--- src/rtl/tsrl_pkg.sv ---
// ----------------------------------------------------------------------------
// tsrl_pkg
// Shared types and constants for the SYN rate limit filter.
// ----------------------------------------------------------------------------
package tsrl_pkg;

  localparam int TABLE_ENTRIES_DEF = 64;

  localparam logic [3:0]  MIN_DATA_OFFSET = 4'd5;
  localparam logic [7:0]  THRESH_RST      = 8'd5;
  localparam logic [15:0] WINDOW_RST      = 16'd1000;
  localparam logic [7:0]  HITS_MAX        = 8'hFF;
  localparam logic [7:0]  HITS_FIRST      = 8'd1;

  localparam int CFG_ADDR_W = 3;
  localparam int CFG_DATA_W = 32;

  localparam logic REG_THRESH = 1'b0;
  localparam logic REG_WINDOW = 1'b1;

  localparam int FL_FIN = 0;
  localparam int FL_SYN = 1;
  localparam int FL_RST = 2;
  localparam int FL_PSH = 3;
  localparam int FL_ACK = 4;
  localparam int FL_URG = 5;

  typedef enum logic [2:0] {
    RSN_OK      = 3'd0,
    RSN_NO_HDR  = 3'd1,
    RSN_SHORT   = 3'd2,
    RSN_SYN_FIN = 3'd3,
    RSN_XMAS    = 3'd4,
    RSN_NULL    = 3'd5,
    RSN_RATE    = 3'd6
  } reason_t;

  typedef struct packed {
    logic        thr;
    logic        win;
  } cfg_sel_t;

  typedef struct packed {
    logic [7:0]  thr;
    logic [15:0] win;
  } cfg_t;

  typedef struct packed {
    logic        vld;
    logic        pend;
    logic [31:0] src;
    logic [31:0] now;
    logic        drop;
    reason_t     reason;
    logic        alert;
  } tok_t;

endpackage

--- src/rtl/tsrl_cell.sv ---
// ----------------------------------------------------------------------------
// tsrl_cell
// One table entry of the source chain: match, count, insert, pass on.
// ----------------------------------------------------------------------------
module tsrl_cell (
  input  logic           clk,
  input  logic           rst_n,
  input  logic           adv,
  input  tsrl_pkg::cfg_t cfg,
  input  tsrl_pkg::tok_t tok_i,
  output tsrl_pkg::tok_t tok_o
);
  import tsrl_pkg::*;

  logic        vld_r;
  logic        vld_nxt;
  logic [31:0] src_r;
  logic [31:0] src_nxt;
  logic [31:0] start_r;
  logic [31:0] start_nxt;
  logic [7:0]  hits_r;
  logic [7:0]  hits_nxt;
  logic        alerted_r;
  logic        alerted_nxt;
  tok_t        tok_r;
  tok_t        tok_nxt;

  logic        hit;
  logic [31:0] diff;
  logic [7:0]  hits_inc;

  assign hit      = vld_r && (src_r == tok_i.src);
  assign diff     = tok_i.now - (start_r + {16'd0, cfg.win});
  assign hits_inc = (hits_r == HITS_MAX) ? hits_r : hits_r + 8'd1;

  always_comb begin
    tok_nxt     = tok_i;
    vld_nxt     = vld_r;
    src_nxt     = src_r;
    start_nxt   = start_r;
    hits_nxt    = hits_r;
    alerted_nxt = alerted_r;
    if (adv && tok_i.vld && tok_i.pend) begin
      priority if (hit) begin
        tok_nxt.pend = 1'b0;
        if (diff[31]) begin
          hits_nxt = hits_inc;
          if (hits_inc > cfg.thr) begin
            tok_nxt.drop   = 1'b1;
            tok_nxt.reason = RSN_RATE;
            tok_nxt.alert  = !alerted_r;
            alerted_nxt    = 1'b1;
          end
        end else begin
          start_nxt   = tok_i.now;
          hits_nxt    = HITS_FIRST;
          alerted_nxt = 1'b0;
        end
      end else if (!vld_r) begin
        tok_nxt.pend = 1'b0;
        vld_nxt      = 1'b1;
        src_nxt      = tok_i.src;
        start_nxt    = tok_i.now;
        hits_nxt     = HITS_FIRST;
        alerted_nxt  = 1'b0;
      end else begin
        tok_nxt.pend = 1'b1;
      end
    end
  end

  always_ff @(posedge clk) begin
    if (!rst_n) begin
      vld_r     <= 1'b0;
      tok_r.vld <= 1'b0;
    end else begin
      vld_r <= vld_nxt;
      if (adv) begin
        tok_r <= tok_nxt;
      end
    end
  end

  always_ff @(posedge clk) begin
    src_r     <= src_nxt;
    start_r   <= start_nxt;
    hits_r    <= hits_nxt;
    alerted_r <= alerted_nxt;
  end

  assign tok_o = tok_r;

endmodule

--- config.mk ---
export PLATFORM = sky130hd
export DESIGN_NAME = tsrl_cell
export DESIGN_NICKNAME = d
export VERILOG_FILES = /design/src/rtl/tsrl_pkg.sv /design/src/rtl/tsrl_cell.sv
export SDC_FILE = /design/constraint.sdc
export NUM_CORES = 1
export LEC_CHECK = 0
export BUFFER_PORTS_ARGS = -buffer_cell sky130_fd_sc_hd__clkbuf_2
export CORE_UTILIZATION = 45
export CTS_CLUSTER_DIAMETER = 30
export DETAILED_ROUTE_END_ITERATION = 6
export GPL_ROUTABILITY_DRIVEN = 0
export PLACE_DENSITY = 0.69
export RECOVER_POWER = 25
export SYNTH_ARGS = -nofsm -noshare
export SYNTH_HDL_FRONTEND = slang
export SYNTH_SLANG_ARGS = --single-unit
--- constraint.sdc ---
create_clock -name clk -period 5.25 [get_ports clk]
set_input_delay 0.7875 -clock clk [delete_from_list [all_inputs] [get_ports clk]]
set_output_delay 0.7875 -clock clk [all_outputs]
set_load 0.03 [all_outputs]
==> flow_summary.toml <==
[run_status]
outcome = "completed"

[critical_path]
r2r_start = "start_r[5]$_DFFE_PP_"
critPathRequiredTime_ns = 5.31
r2r_cells = 11
cp-start-kind = "input pin"
cp-startpoint = "tok_i[10]"
r2r_slack_ns = 1.80
path_max_fanout = 32
end_kind = "flop"
arrival_ns = 3.71
crit_type = "input pin to flop"

[min_path]
hold_path.class = "flop to flop"
min-delay-start = "tok_o[70]$_SDFFE_PN0P_"
hold_depth = 2

[detailed_routing]
drt_iter0_markers = 204
ant_nets = 0
first_pass_iters = 4
wirelength_mm = 12.1
vias = 4077
drc_errors = 0
vias_per_cell = 4.79
wl_per_cell_microns = 14.2

[yosys]
synth.cell_area_sq_um = 6740
synth_top_family_by_area = "adder cells"
ys_seq_area_frac = 0.643
syn_inst = 466
synth_cell_types = 40
yosys.area.top_type = "edfxtp_1"
synth.ff_latch_count = 145
synth_xor_xnor_area_share = 0.0494
synthMuxAreaShare = 0.00464
yosysTopAreaCellShare = 0.637
synthSimpleGateAreaFrac = 0.0615
yosys_warnings = 0
ys_top_cells_by_area = "edfxtp_1 64%, ha_1 10%, inv_1 5.3%"
syn_nets = 634
synth-adder-area-share = 0.146
synth-compound-area-share = 0.0423
synth.avg_cell_area_sq_um = 14.5

[global_route]
grtUsageMet2 = 0.277
grt-ovfl-total = 0
grt_max_degree = 71
use_met3 = 0.0473
grt_pass1_wl_mm = 19.6
gr-usage-met1 = 0.201
antenna_found_initial = 0
grt_pass1_vias = 4126
top_usage_layer = "met2"
grt_usage = 0.164

[die]
core_area_sq_um = 14600
die_h_microns = 124
fp.dieArea_sq_um = 15500
die_x_microns = 124
io_pins = 169
placementRows = 44
start_util = 0.462

[placement]
port_buffers = 168
dp_hpwl_mm = 9.00

[final_layout]
n_antenna_cell = 0
drive_above_1_share = 0.243
layout.cells.most_common = "edfxtp_1"
fill_cells = 1210
fin_nets = 822
fin_util = 0.574
multi_input_comb_area_sq_um = 2060
regArea_sq_um = 4330
final_cell_mix = "143 x edfxtp_1, 122 x clkbuf_2, 95 x inv_1"
syn_to_final_growth_pct = 24.2

[clock_network]
cts_root_buf = "clkbuf_16"
cts_tree = "built"
cts_max_level = 4
path_clk_slew_ns = 0.06
cts.sinks = 145
cts_resized = 0
post-cts-setup-buffers = 0
cts_buffer_depth = 2
cts_made_buffers = 17
insertion_delay_ns = 0.42
ctsHoldBuffers = 0

[timing]
final-hold-violation-count = 0
setup_viol = 0
period_needed_ns = 3.65
fin_tns_setup_ns = 0
fin_skew_ns = 0.00892
relSlewSlack = 0.346
rsz0062_at_grt = "no"
worstMarginPinSlew_ns = 0.982
post-route-period-util = 0.696
whs_ns = 0.535
fmax_mhz = 274
drv_slew = 0

[pwr]
cellPowerDensity_nw_per_um2 = 343
p_leak_nw = 3.53
peakVddDrop_mv = 0.264

[job]
cap_violations = 0
## layer usage
layer / wire length (microns) / share of wire / up-vias
met1: 5350 / 0.44 / 1947
met4: 165 / 0.014 / 0
met3: 480 / 0.040 / 11
li1: - / - / 2026
met2: 6050 / 0.50 / 93
met5: 0 / 0 / -
## power by group
group / internal, mW / total [mW] / switching, mW
logic: 0.121 / 0.336 / 0.215
registers: 1.33 / 1.35 / 0.0163
clock network: 0.709 / 1.19 / 0.478
## critical path, stage by stage
cell,delay (ns)
clkbuf_1,0.12
inv_1,0.07
fa_1,0.50
inv_1,0.05
ha_1,0.29
nand4_1,0.09
or3_1,0.34
a311oi_2,0.26
o21ai_1,0.13
a211oi_2,0.34
nand2_1,0.15
a21oi_4,0.16
buf_4,0.42
## cell type report
cell class,count,share of cell area
Inverter,95,0.0426
Tap cell,184,0.0275
Timing Repair Buffer,170,0.0954
Sequential cell,145,0.518
Clock inverter,13,0.0185
Multi-Input combinational cell,225,0.246
Clock buffer,19,0.0517
## path summary, 6_finish.rpt
check	endpoint
max	start_r[1]$_DFFE_PP_
min	tok_o[70]$_SDFFE_PN0P_
max reg2reg	start_r[1]$_DFFE_PP_
min reg2reg	tok_o[70]$_SDFFE_PN0P_
## per-stage QoR
| stage | worst slack [ns] | total power [mW] | cells | instance area [sq um] |
|---|---|---|---|---|
| floorplan | 0.501 | 1.59 | 466 | 6740 |
| global placement | 1.27 | 1.71 | 819 | 7840 |
| detailed placement | 1.19 | 1.72 | 819 | 7840 |
| CTS | 1.62 | 2.91 | 851 | 8430 |
| global route | 1.35 | 2.99 | 851 | 8370 |
| finish | 1.60 | 2.87 | 851 | 8370 |
## cells in the mapped netlist, drive strengths merged
master and instances:
nor2b 8, o211a 1, a22oi 1, and3b 1, mux2 1, nand2b 6, a21o 4, edfxtp 143
o21a 5, nand4 18, a221oi 1, clkbuf 1, ha 56, nand2 10, mux2i 2, o21ai 5
xor2 1, nor4 3, and3 1, a21boi 2, a311oi 1, nand3 5, or3 1, a21oi 19
fa 14, nand4bb 1, a211oi 3, o21bai 1, and4b 1, and2 3, nor2 9, a31oi 1
inv 95, dfxtp 2, nor4b 1, nor3 2, xnor2 37
## registers in the layout (all words and copies together), names as in the netlist
name and count:
start_r 32, vld_r 1, src_r 32, hits_r 8, tok_o 71, alerted_r 1
## logic make-up (layout without fill, tap and decap cells)
group	after synthesis	in the layout
AOI/OAI and AO/OA	44	44
xor gates and xnor gates	38	38
adders and majority gates	70	70
buffers and inverters	96	297
DFF	145	145
muxes	3	3
and+or+nand+nor	70	70
Note: power is estimated with default switching activity, not from simulation.
