[src/rtl/tsrl_pkg.sv]
// ----------------------------------------------------------------------------
// tsrl_pkg
// Shared types and constants for the SYN rate limit filter.
// ----------------------------------------------------------------------------
package tsrl_pkg;

  localparam int TABLE_ENTRIES_DEF = 64;

  localparam logic [3:0]  MIN_DATA_OFFSET = 4'd5;
  localparam logic [7:0]  THRESH_RST      = 8'd5;
  localparam logic [15:0] WINDOW_RST      = 16'd1000;
  localparam logic [7:0]  HITS_MAX        = 8'hFF;
  localparam logic [7:0]  HITS_FIRST      = 8'd1;

  localparam int CFG_ADDR_W = 3;
  localparam int CFG_DATA_W = 32;

  localparam logic REG_THRESH = 1'b0;
  localparam logic REG_WINDOW = 1'b1;

  localparam int FL_FIN = 0;
  localparam int FL_SYN = 1;
  localparam int FL_RST = 2;
  localparam int FL_PSH = 3;
  localparam int FL_ACK = 4;
  localparam int FL_URG = 5;

  typedef enum logic [2:0] {
    RSN_OK      = 3'd0,
    RSN_NO_HDR  = 3'd1,
    RSN_SHORT   = 3'd2,
    RSN_SYN_FIN = 3'd3,
    RSN_XMAS    = 3'd4,
    RSN_NULL    = 3'd5,
    RSN_RATE    = 3'd6
  } reason_t;

  typedef struct packed {
    logic        thr;
    logic        win;
  } cfg_sel_t;

  typedef struct packed {
    logic [7:0]  thr;
    logic [15:0] win;
  } cfg_t;

  typedef struct packed {
    logic        vld;
    logic        pend;
    logic [31:0] src;
    logic [31:0] now;
    logic        drop;
    reason_t     reason;
    logic        alert;
  } tok_t;

endpackage

[src/rtl/tsrl_cfg.sv]
// ----------------------------------------------------------------------------
// tsrl_cfg
// APB register file: rate threshold and window length.
// ----------------------------------------------------------------------------
module tsrl_cfg (
  input  logic                       clk,
  input  logic                       rst_n,
  input  logic                       psel,
  input  logic                       penable,
  input  logic                       pwrite,
  input  logic [tsrl_pkg::CFG_ADDR_W-1:0] paddr,
  input  logic [tsrl_pkg::CFG_DATA_W-1:0] pwdata,
  output logic [tsrl_pkg::CFG_DATA_W-1:0] prdata,
  output logic                       pready,
  output tsrl_pkg::cfg_t             cfg
);
  import tsrl_pkg::*;

  logic [7:0]  thr_r;
  logic [7:0]  thr_nxt;
  logic [15:0] win_r;
  logic [15:0] win_nxt;
  logic        wr_en;
  logic        reg_idx;

  assign pready  = 1'b1;
  assign wr_en   = psel && penable && pwrite && pready;
  assign reg_idx = paddr[2];

  always_comb begin
    thr_nxt = thr_r;
    win_nxt = win_r;
    if (wr_en) begin
      unique case (reg_idx)
        REG_THRESH: thr_nxt = pwdata[7:0];
        REG_WINDOW: win_nxt = pwdata[15:0];
        default:    thr_nxt = thr_r;
      endcase
    end
  end

  always_ff @(posedge clk) begin
    if (!rst_n) begin
      thr_r <= THRESH_RST;
      win_r <= WINDOW_RST;
    end else begin
      thr_r <= thr_nxt;
      win_r <= win_nxt;
    end
  end

  always_comb begin
    unique case (reg_idx)
      REG_THRESH: prdata = {24'd0, thr_r};
      REG_WINDOW: prdata = {16'd0, win_r};
      default:    prdata = '0;
    endcase
  end

  assign cfg.thr = thr_r;
  assign cfg.win = win_r;

endmodule

[config.mk]
export PLATFORM = sky130hd
export DESIGN_NAME = tsrl_cfg
export DESIGN_NICKNAME = d
export VERILOG_FILES = /design/src/rtl/tsrl_pkg.sv /design/src/rtl/tsrl_cfg.sv
export SDC_FILE = /design/constraint.sdc
export NUM_CORES = 1
export LEC_CHECK = 0
export ABC_AREA = 1
export BUFFER_PORTS_ARGS = -buffer_cell sky130_fd_sc_hd__buf_2
export CAP_MARGIN = 30
export CORE_AREA = 5 5 72 74
export CTS_CLUSTER_SIZE = 8
export DETAILED_ROUTE_END_ITERATION = 10
export DIE_AREA = 0 0 77 79
export PLACE_DENSITY = 0.63
export RECOVER_POWER = 25
export SLEW_MARGIN = 5
export SYNTH_ARGS = -nofsm -noshare
export SYNTH_HDL_FRONTEND = slang
export SYNTH_SLANG_ARGS = --single-unit
[constraint.sdc]
create_clock -name clk -period 1.05 [get_ports clk]
set_input_delay 0.105 -clock clk [delete_from_list [all_inputs] [get_ports clk]]
set_output_delay 0.105 -clock clk [all_outputs]
set_load 0.005 [all_outputs]
==> results of run 1 <==
how the worst max path moves through the flow:
| stage | cells past startpoint | endpoint | slack (ns) |
|---|---|---|---|
| 2_1_floorplan | 6 | win_r[0] | 0.29 |
| 3_3_place_gp | 5 | win_r[7] | 0.07 |
| 3_5_place_dp | 5 | win_r[14] | 0.07 |
| 4_1_cts | 3 | prdata[0] | 0.06 |
| 5_1_grt | 3 | prdata[1] | 0.01 |
| 6_report | 3 | prdata[1] | 0.08 |
state kept, by name (all words and copies together) (netlist names):
signal  flops
win_r      16
thr_r       8
placed cells by master (no fill, tap or decap):
cell type and count:
nand3_2 1, conb_1 17, nor2_2 1, nor2_4 2
inv_2 2, buf_12 1, dfxtp_2 3, dfxtp_1 21
nand3_1 24, inv_1 22, nand2_1 67, clkbuf_8 3
clkbuf_1 2, nor2_1 32, buf_4 6, buf_2 60
through the flow:
| step | worst slack, ns | area [µm²] | std cells |
|---|---|---|---|
| 2_1_floorplan | 0.292 | 1340 | 217 |
| 4_1_cts | 0.0556 | 1650 | 318 |
| 6_report | 0.0800 | 1650 | 318 |
| 3_5_place_dp | 0.0688 | 1610 | 315 |
| 3_3_place_gp | 0.0749 | 1610 | 315 |
| 5_1_grt | 0.0137 | 1650 | 318 |
cell families after synthesis:
logic type / count (synthesis) / share of synthesized area, %
flops: 24 / 37.5
buf+inv: 49 / 20.6
other cells: 2 / 0.586
simple gates: 127 / 41.4
power by group:
part           internal, W  leakage, nW  switching, W
logic             0.000134        0.774      0.000179
clock network     0.000257       0.0216      0.000300
registers         0.000943        0.195     0.0000223
cell usage after synthesis:
master / instances / area share (%)
nand2_1: 67 / 20
nor2_1: 32 / 9.4
dfxtp_1: 24 / 37
nand3_1: 24 / 9.4
inv_1: 22 / 6.4
buf_4: 18 / 11
buf_2: 4 / 1.6
clkbuf_1: 2 / 0.59
conb_1: 2 / 0.59
inv_2: 2 / 0.59
nor2_4: 2 / 1.8
buf_6: 1 / 0.88
nand3_2: 1 / 0.78
nor2_2: 1 / 0.49
area by class of cell:
cell class	instances	area [µm²]	area share (%)
multi-input combinational	144	594	36.0
inverter	24	90.1	5.46
clock buffer	3	41.3	2.50
tap	54	67.6	4.09
timing repair buffer	69	373	22.6
sequential	24	484	29.3
metal layers:
metal  up-vias  GRT usage [%]  share of wire (%)
met5         -              0                  0
met4         0           2.23               0.94
met3         6           4.99                 11
met2        59           20.0                 46
met1       576           12.7                 42
li1        693              -                  -
worst register-to-register path, cell delays in order, from the launching register on:
cell,delay [ns]
dfxtp_1,0.38
nor2_1,0.06
nor2_1,0.10
==> flow_summary_export.csv, run 1 <==
group,metric,value,unit
routing,routedWlPerCell,10.7,µm
setup_path,crit_type,"reg2out",
timing,clock.fmax,1030,MHz
timing,min_period_over_period,92.4,%
floorplanning,num_io_pins,97,
setup_path,endpoint_kind,"output port",
finish,nNetsFinal,306,
timing,whs,0.0556,ns
clocking,clk_latency,0.27,ns
grt,grt_pass1_wl,5690,µm
routing,viasPerCell,4.19,
clocking,cts_setup_buffers,0,
routing,first_pass_iters,4,
synthesis,yosys_register_bits,24,
finish,drive_above_1_share,29.9,%
setup_path,slowest_delay,0.38,ns
setup_path,critPathLaunch,"win_r[1]",
setup_path,cp.required,0.94,ns
finish,post-route-util,36.4,%
clocking,clock_sinks,24,
synthesis,yosys_warnings,0,
min_path,whs_endpoint,"win_r[8]",
placement,numPortBuffers,61,
synthesis,netlist_instances,202,
timing,tns,0,ns
setup_path,timing.critical_path.buf_inv,1,
synthesis,syn_area_per_cell,6.35,µm²
routing,ant_nets,0,
grt,grt_pass1_vias,1267,
placement,gp_congestion,0.701,
job,drv_cap,0,
floorplanning,die_area,0.00608,mm²
setup_path,reg2regPathDepth,2,
setup_path,path_delay_family,"flip-flops",
synthesis,synth_cell_type_count,14,
setup_path,crit_chain,"nand2_1 > nand2_1 > buf_2",
floorplanning,core.rowCount,25,
setup_path,critPathSlowestCell,"dfxtp_1",
timing,setup_viol,0,
routing,route.detailed.drc,0,
floorplanning,coreArea,0.00454,mm²
timing,finClkSkew,0,ns
grt,antenna_found_initial,0,
finish,fillers,525,
grt,grt_max_degree,25,
setup_path,start_kind,"register",
clocking,clk_pin_slew,0.09,ns
routing,drt_iter0_markers,18,
clocking,numCtsBuffers,3,
min_path,min_from,"pwdata[8]",
clocking,hold_buffers,0,
clocking,ctsResizeCount,0,
power_and_ir_drop,p_per_area,1110,mW/mm²
finish,area_growth,28.7,%
setup_path,crit_top_cell,"nand2_1",
setup_path,crit_fanout,3,
clocking,cts_htree_levels,1,
power_and_ir_drop,ir_drop,0.591,mV
timing,rsz0062_at_grt,"false",
floorplanning,dieHeight,79,µm
timing,hold_viol,0,
clocking,cts_tree,"built",
grt,grt.total_usage,11.4,%
floorplanning,start_util,28.3,%
setup_path,crit_arrival,0.86,ns
placement,dpl.hpwl,2680,µm
synthesis,syn-cell-area,0.00128,mm²
timing,period_needed,0.970,ns
grt,grt_overflow,0,
routing,wirelength,3410,µm
floorplanning,die_x,77,µm
power_and_ir_drop,p_leak,0.991,nW
min_path,whs_path_depth,3,
min_path,hold_class,"in2reg",
power_and_ir_drop,fin_total_pwr,0.00184,W
setup_path,r2r_end,"win_r[1]",
status,outcome,"finished clean",
routing,vias,1334,
clocking,clk_path_buf_depth,2,
timing,maxSlewViolCount,0,
finish,antenna_cells,0,
clocking,cts-root-buf,"clkbuf_8",
synthesis,yosysSeqAreaShare,37.5,%
setup_path,r2r_slack,0.46,ns
setup_path,rr_startpoint,"win_r[1]",
No activity file was read; power rests on OpenSTA's default activity.
==> run 2: changes to the inputs <==
CORE_AREA = 5 5 63 65   (was 5 5 72 74)
DIE_AREA = 0 0 68 70   (was 0 0 77 79)
PLACE_DENSITY = 0.8   (was 0.63)
==> run 2 against run 1 <==
- clock skew unchanged
- worst setup slack worse by 0.037 ns
- global-route usage up 2.3 points
- sequential power grew 0.5%
- die area decreased by 22%
- cell count decreased by 1.9%
- core utilization increased by 14 points
- combinational power rose by 1%
- worst hold slack got worse by 0.045 ns
- critical endpoint is now prdata[3]
==> flow_summary_export.csv, run 2 (synthesis gave the netlist of run 1 again) <==
group,metric,value,unit
finish,area_growth,30.0,%
routing,drt_iter0_markers,54,
grt,grt_overflow,0,
finish,top_regs,"win_r (16), thr_r (8)",
job,drv_cap,0,
finish,largest_reg_flops,16,
finish,stdcell_area,0.00167,mm²
setup_path,crit_type,"reg2out",
timing,finClkSkew,0,ns
grt,grt_pass1_wl,5260,µm
setup_path,r2r_end,"thr_r[2]",
placement,dpl.hpwl,2490,µm
grt,grt_max_degree,25,
placement,pre_cts_ws,0.0676,ns
routing,first_pass_iters,4,
setup_path,start_kind,"register",
grt,grt.total_usage,13.6,%
placement,dpl-instance-area,0.00159,mm²
clocking,clk_path_buf_depth,2,
grt,antenna_found_initial,0,
clocking,clk_latency,0.31,ns
finish,antenna_cells,0,
finish,regMostFlops,"win_r",
setup_path,reg2regPathDepth,3,
clocking,clock_sinks,24,
floorplanning,core.rowCount,21,
power_and_ir_drop,p_leak,0.998,nW
floorplanning,die_x,68,µm
power_and_ir_drop,p_per_area,1070,mW/mm²
setup_path,path_delay_family,"flip-flops",
floorplanning,num_io_pins,97,
setup_path,crit_arrival,0.90,ns
clocking,cts_tree,"built",
clocking,cts_htree_levels,1,
setup_path,crit_chain,"nand2_1 > nand2_2 > buf_6",
power_and_ir_drop,swShare,27.2,%
clocking,clk_pin_slew,0.14,ns
floorplanning,coreArea,0.00328,mm²
setup_path,r2r_slack,0.36,ns
timing,setup_viol,0,
min_path,min_from,"pwdata[9]",
setup_path,rr_startpoint,"thr_r[2]",
min_path,hold_class,"in2reg",
finish,nNetsFinal,307,
placement,dp_cells,306,
setup_path,cp.required,0.94,ns
routing,ant_nets,0,
setup_path,timing.critical_path.buf_inv,1,
floorplanning,dieHeight,70,µm
routing,viasPerCell,4.14,
placement,numPortBuffers,61,
timing,rsz0062_at_grt,"true",
status,outcome,"finished clean",
setup_path,critPathSlowestCell,"dfxtp_2",
power_and_ir_drop,cellInternalPower,0.00130,W
finish,final_cell_mix,"nand2_1, buf_2, nor2_1, nand3_1, inv_1",
finish,post-route-util,50.8,%
timing,maxSlewViolCount,0,
routing,vias,1292,
power_and_ir_drop,ir_drop,0.621,mV
finish,fillers,348,
routing,route.detailed.drc,0,
timing,finalWorstSetupSlack,0.0428,ns
timing,period_needed,1.01,ns
finish,drive_above_1_share,36.1,%
grt,grt_pass1_vias,1218,
floorplanning,die_area,0.00476,mm²
clocking,cts-root-buf,"clkbuf_4",
min_path,whs_path_depth,3,
power_and_ir_drop,fin_total_pwr,0.00178,W
routing,routedWlPerCell,10.5,µm
setup_path,crit_fanout,3,
setup_path,endpoint_kind,"output port",
power_and_ir_drop,pwr-share-seq,54.4,%
placement,gp_congestion,0.758,
clocking,numCtsBuffers,3,
timing,hold_viol,0,
timing,clock.fmax,993,MHz
routing,wirelength,3280,µm
floorplanning,start_util,39.0,%
min_path,whs_endpoint,"win_r[9]",
power_and_ir_drop,clockPowerShare,27.8,%
finish,stdcell_count,312,
setup_path,slowest_delay,0.36,ns
finish,final_common_cell,"nand2_1",
power_and_ir_drop,p_switching,0.000486,W
timing,min_period_over_period,95.9,%
power_and_ir_drop,combPwrFrac,17.8,%
==> run 2: layer usage <==
metal	track usage (%)	part of all wire (%)
met5	0	0
met4	2.65	0.27
met3	2.88	9.1
met2	24.7	49
met1	16.0	42
==> run 2: how the worst max path moves through the flow <==
stage	end	startpoint	cells past startpoint	slack [ns]
2_1_floorplan	win_r[0]	psel	6	0.29
3_3_place_gp	win_r[7]	paddr[2]	5	0.09
3_5_place_dp	win_r[14]	paddr[2]	5	0.07
4_1_cts	prdata[2]	thr_r[2]	3	0.005
5_1_grt	prdata[3]	win_r[3]	3	-0.02
6_report	prdata[3]	win_r[3]	3	0.04
==> run 2: area by class of cell <==
cell class | count | area, µm² | area share, %
clock buffers | 4 | 36.3 | 2.18
inverters | 24 | 90.1 | 5.40
multi-input cells | 144 | 592 | 35.5
flip-flops and latches | 24 | 503 | 30.2
well taps | 46 | 57.6 | 3.45
repair buffers | 70 | 389 | 23.3
==> run 2: stage by stage <==
stage / TNS (ns) / hold WS (ns)
final: 0 / 0.0102
after global placement: 0 / 0.314
after global routing: -0.0375 / 0.000283
after floorplan: 0 / 0.226
after detailed placement: 0 / 0.323
after CTS: 0 / 0.00423
==> run 2: what timing repair did <==
item / CTS / global route
endpoints found under the setup margin: 1 / 11
endpoints found under the hold margin: 1 / 0
hold buffers: 1 / 0
gates resized for setup: 1 / 20
setup buffers: 0 / 1
cloned: 0 / 0
pin swaps: 0 / 2
==> run 2: power groups by stage <==
stage	Sequential (W)	Combinational (W)	Clock [W]
after floorplan	0.000987	0.000210	0
after global placement	0.000985	0.000308	0
after detailed placement	0.000986	0.000311	0
after CTS	0.000967	0.000315	0.000514
after global routing	0.000975	0.000362	0.000546
final	0.000970	0.000318	0.000496
==> run 2: worst reg2reg max path, delay by kind of cell, from the launching register on <==
family | cells | cell delay, ns
and+or+nand+nor | 2 | 0.10
DFF | 1 | 0.34
buffers and inverters | 1 | 0.13
==> run 3: changes to the inputs <==
ABC_AREA = default   (was 1)
CORE_AREA = 5 5 64 66   (was 5 5 63 65)
DIE_AREA = 0 0 69 71   (was 0 0 68 70)
PLACE_DENSITY = 0.79   (was 0.8)
==> run 3 against run 2 <==
- sequential cell count unchanged
- global-route usage fell by 1.5 points
- sequential share of layout area down 3.0 points
- total power grew 8.4%
- critical path type unchanged
- the run now ends with setup timing left
- clock power up 34%
- synthesized cell count is 30% lower
- worst hold slack got worse by 0.0032 ns
- clock skew is the same
- final area up 12%
- register-to-register slack worse by 0.09 ns
- core utilization grew 2.2 points
==> flow_summary_export.csv, run 3 <==
group,metric,value,unit
clocking,numCtsBuffers,3,
finish,final_cell_mix,"buf_2, nand2_1, mux2i_1, dfxtp_2, conb_1",
synthesis,synth_fa_ha_area_share,0,%
grt,grt_busiest_layer,"met2",
synthesis,synth_cell_type_count,15,
synthesis,yosys_register_bits,24,
finish,regMostFlops,"win_r",
timing,rsz0062_at_grt,"true",
timing,worst_pin_slew,0.532,ns
synthesis,yosysMostFrequentCell,"nand2_1",
min_path,whs_path_depth,3,
floorplanning,coreArea,0.00352,mm²
timing,setup_viol,8,
floorplanning,dieHeight,71,µm
synthesis,synthTopCellsByCount,"nand2_1, dfxtp_1, mux2i_1",
synthesis,synth_area_leader_cell,"dfxtp_1",
timing,maxSlewViolCount,0,
synthesis,synth_xor_area_share,0,%
floorplanning,start_util,37.1,%
setup_path,reg2regPathDepth,3,
power_and_ir_drop,p_switching,0.000430,W
placement,dp_cells,243,
routing,drt_iter0_markers,21,
placement,gp_congestion,0.717,
power_and_ir_drop,p_leak,0.885,nW
finish,top_regs,"win_r (16), thr_r (8)",
floorplanning,num_io_pins,97,
job,drv_cap,0,
setup_path,crit_fanout,2,
grt,grt.total_usage,12.1,%
clocking,hold_buffers,0,
grt,grt_pass1_vias,1099,
power_and_ir_drop,p_per_area,1040,mW/mm²
setup_path,crit_arrival,1.06,ns
synthesis,muxShareOfSynthArea,25.2,%
finish,area_growth,42.7,%
synthesis,synth_edf_count,0,
power_and_ir_drop,pwr-share-seq,48.9,%
synthesis,synth_top_flop_cell,"dfxtp_1",
synthesis,syn-cell-area,0.00131,mm²
timing,hold_viol,0,
setup_path,timing.critical_path.buf_inv,1,
routing,vias,1113,
power_and_ir_drop,swShare,22.2,%
setup_path,start_kind,"register",
setup_path,path_depth,2,
grt,grt_use_met2,22.9,%
synthesis,synth_area_leaders,"dfxtp_1, mux2i_1, buf_4, nand2_1, nor2b_1",
finish,drive_above_1_share,55.0,%
setup_path,critPathSlowestCell,"dfxtp_2",
grt,antenna_found_initial,0,
floorplanning,die_area,0.00490,mm²
clocking,cts_tree,"built",
placement,numPortBuffers,61,
synthesis,netlist_instances,141,
grt,grt_max_degree,47,
power_and_ir_drop,cellInternalPower,0.00150,W
timing,finClkSkew,0,ns
finish,nNetsFinal,252,
clocking,cts-root-buf,"clkbuf_4",
placement,pre_cts_ws,0.0910,ns
synthesis,yosysSeqAreaShare,36.7,%
timing,clock.fmax,859,MHz
clocking,clock_sinks,24,
setup_path,crit_chain,"mux2_4 > buf_6",
setup_path,endpoint_kind,"output port",
finish,antenna_cells,0,
placement,dpl.hpwl,2210,µm
synthesis,synth_simple_gate_area_share,21.7,%
routing,wirelength,3120,µm
timing,min_period_over_period,111,%
finish,stdcell_count,259,
grt,grt_pass1_wl,5020,µm
floorplanning,core.rowCount,22,
synthesis,syn_area_per_cell,9.28,µm²
setup_path,path_delay_family,"flip-flops",
timing,slew_headroom,64.5,%
setup_path,crit_type,"reg2out",
status,violations,"setup timing",
clocking,clk_latency,0.32,ns
setup_path,cp.required,0.94,ns
grt,grt_overflow,0,
routing,ant_nets,0,
grt,met1_usage,13.0,%
clocking,cts_htree_levels,1,
floorplanning,die_x,69,µm
routing,route.detailed.drc,0,
power_and_ir_drop,ir_drop,0.609,mV
timing,period_needed,1.16,ns
power_and_ir_drop,combPwrFrac,16.7,%
timing,finalWorstSetupSlack,-0.114,ns
synthesis,yosys.area.top_type_share,36.7,%
synthesis,synth_compound_area_share,0,%
synthesis,ys_async_sr_fraction,0,%
status,outcome,"finished, violations left",
routing,routedWlPerCell,12.0,µm
min_path,hold_class,"in2reg",
routing,first_pass_iters,4,
clocking,clk_path_buf_depth,2,
finish,largest_reg_flops,16,
routing,viasPerCell,4.30,
clocking,clk_pin_slew,0.13,ns
timing,whs,0.00699,ns
power_and_ir_drop,clockPowerShare,34.4,%
setup_path,slowest_delay,0.35,ns
grt,grt_util_met3,3.69,%
synthesis,synth_top_family_by_area,"multiplexers",
finish,final_common_cell,"buf_2",
synthesis,yosys_warnings,0,
run 3: final timing paths:
| kind | start | slack [ns] | to |
|---|---|---|---|
| min | pwdata[15] | 0.007 | win_r[15] |
| max reg2reg | win_r[5] | 0.27 | win_r[5] |
| max | thr_r[2] | -0.11 | prdata[2] |
| min reg2reg | win_r[1] | 0.47 | win_r[1] |
run 3: area by class of cell:
class	instances	area [µm²]
clock buffer	3	22.5
clock inverter	1	30.0
fill	351	1660
multi-input combinational	105	714
sequential	24	508
tap	48	60.1
timing repair buffer	78	533
run 3: power by group through the flow:
stage / Sequential [W] / Combinational, W / Clock, W
5_1_grt: 0.000950 / 0.000357 / 0.000720
3_5_place_dp: 0.000965 / 0.000261 / 0
3_3_place_gp: 0.000964 / 0.000253 / 0
6_report: 0.000946 / 0.000323 / 0.000664
2_1_floorplan: 0.000965 / 0.000193 / 0
4_1_cts: 0.000945 / 0.000308 / 0.000686
run 3: cell families (layout without fill, tap and decap cells):
family,Yosys count,count (layout)
buffers and inverters,27,82
other,2,17
muxes,32,32
DFF,24,24
and+or+nand+nor,56,56
run 3: metal layers:
layer / vias up / share of wire [%]
met1: 516 / 38
met3: 4 / 7.1
met4: 0 / 0.99
met5: - / 0
met2: 34 / 54
li1: 559 / -
run 3: through the flow:
stage,total power [W],utilization (%),setup TNS (ns),area (µm²)
final,0.00193,53.0,-0.805,1870
after global routing,0.00203,53.0,-1.12,1870
after CTS,0.00194,51.1,-0.907,1800
after detailed placement,0.00123,45.0,0,1590
after global placement,0.00122,45.0,0,1590
after floorplan,0.00116,-,0,1370
run 3: timing repair:
action / CTS / global route
gates cloned: 0 / 0
setup endpoints to repair: 8 / 18
resized for setup: 28 / 18
setup buffers: 11 / 1
pin swaps: 0 / 0
run 3: worst min-delay path, cell delays in order:
cell     delay [ns]
buf_2          0.09
nand2_1        0.04
mux2i_1        0.05
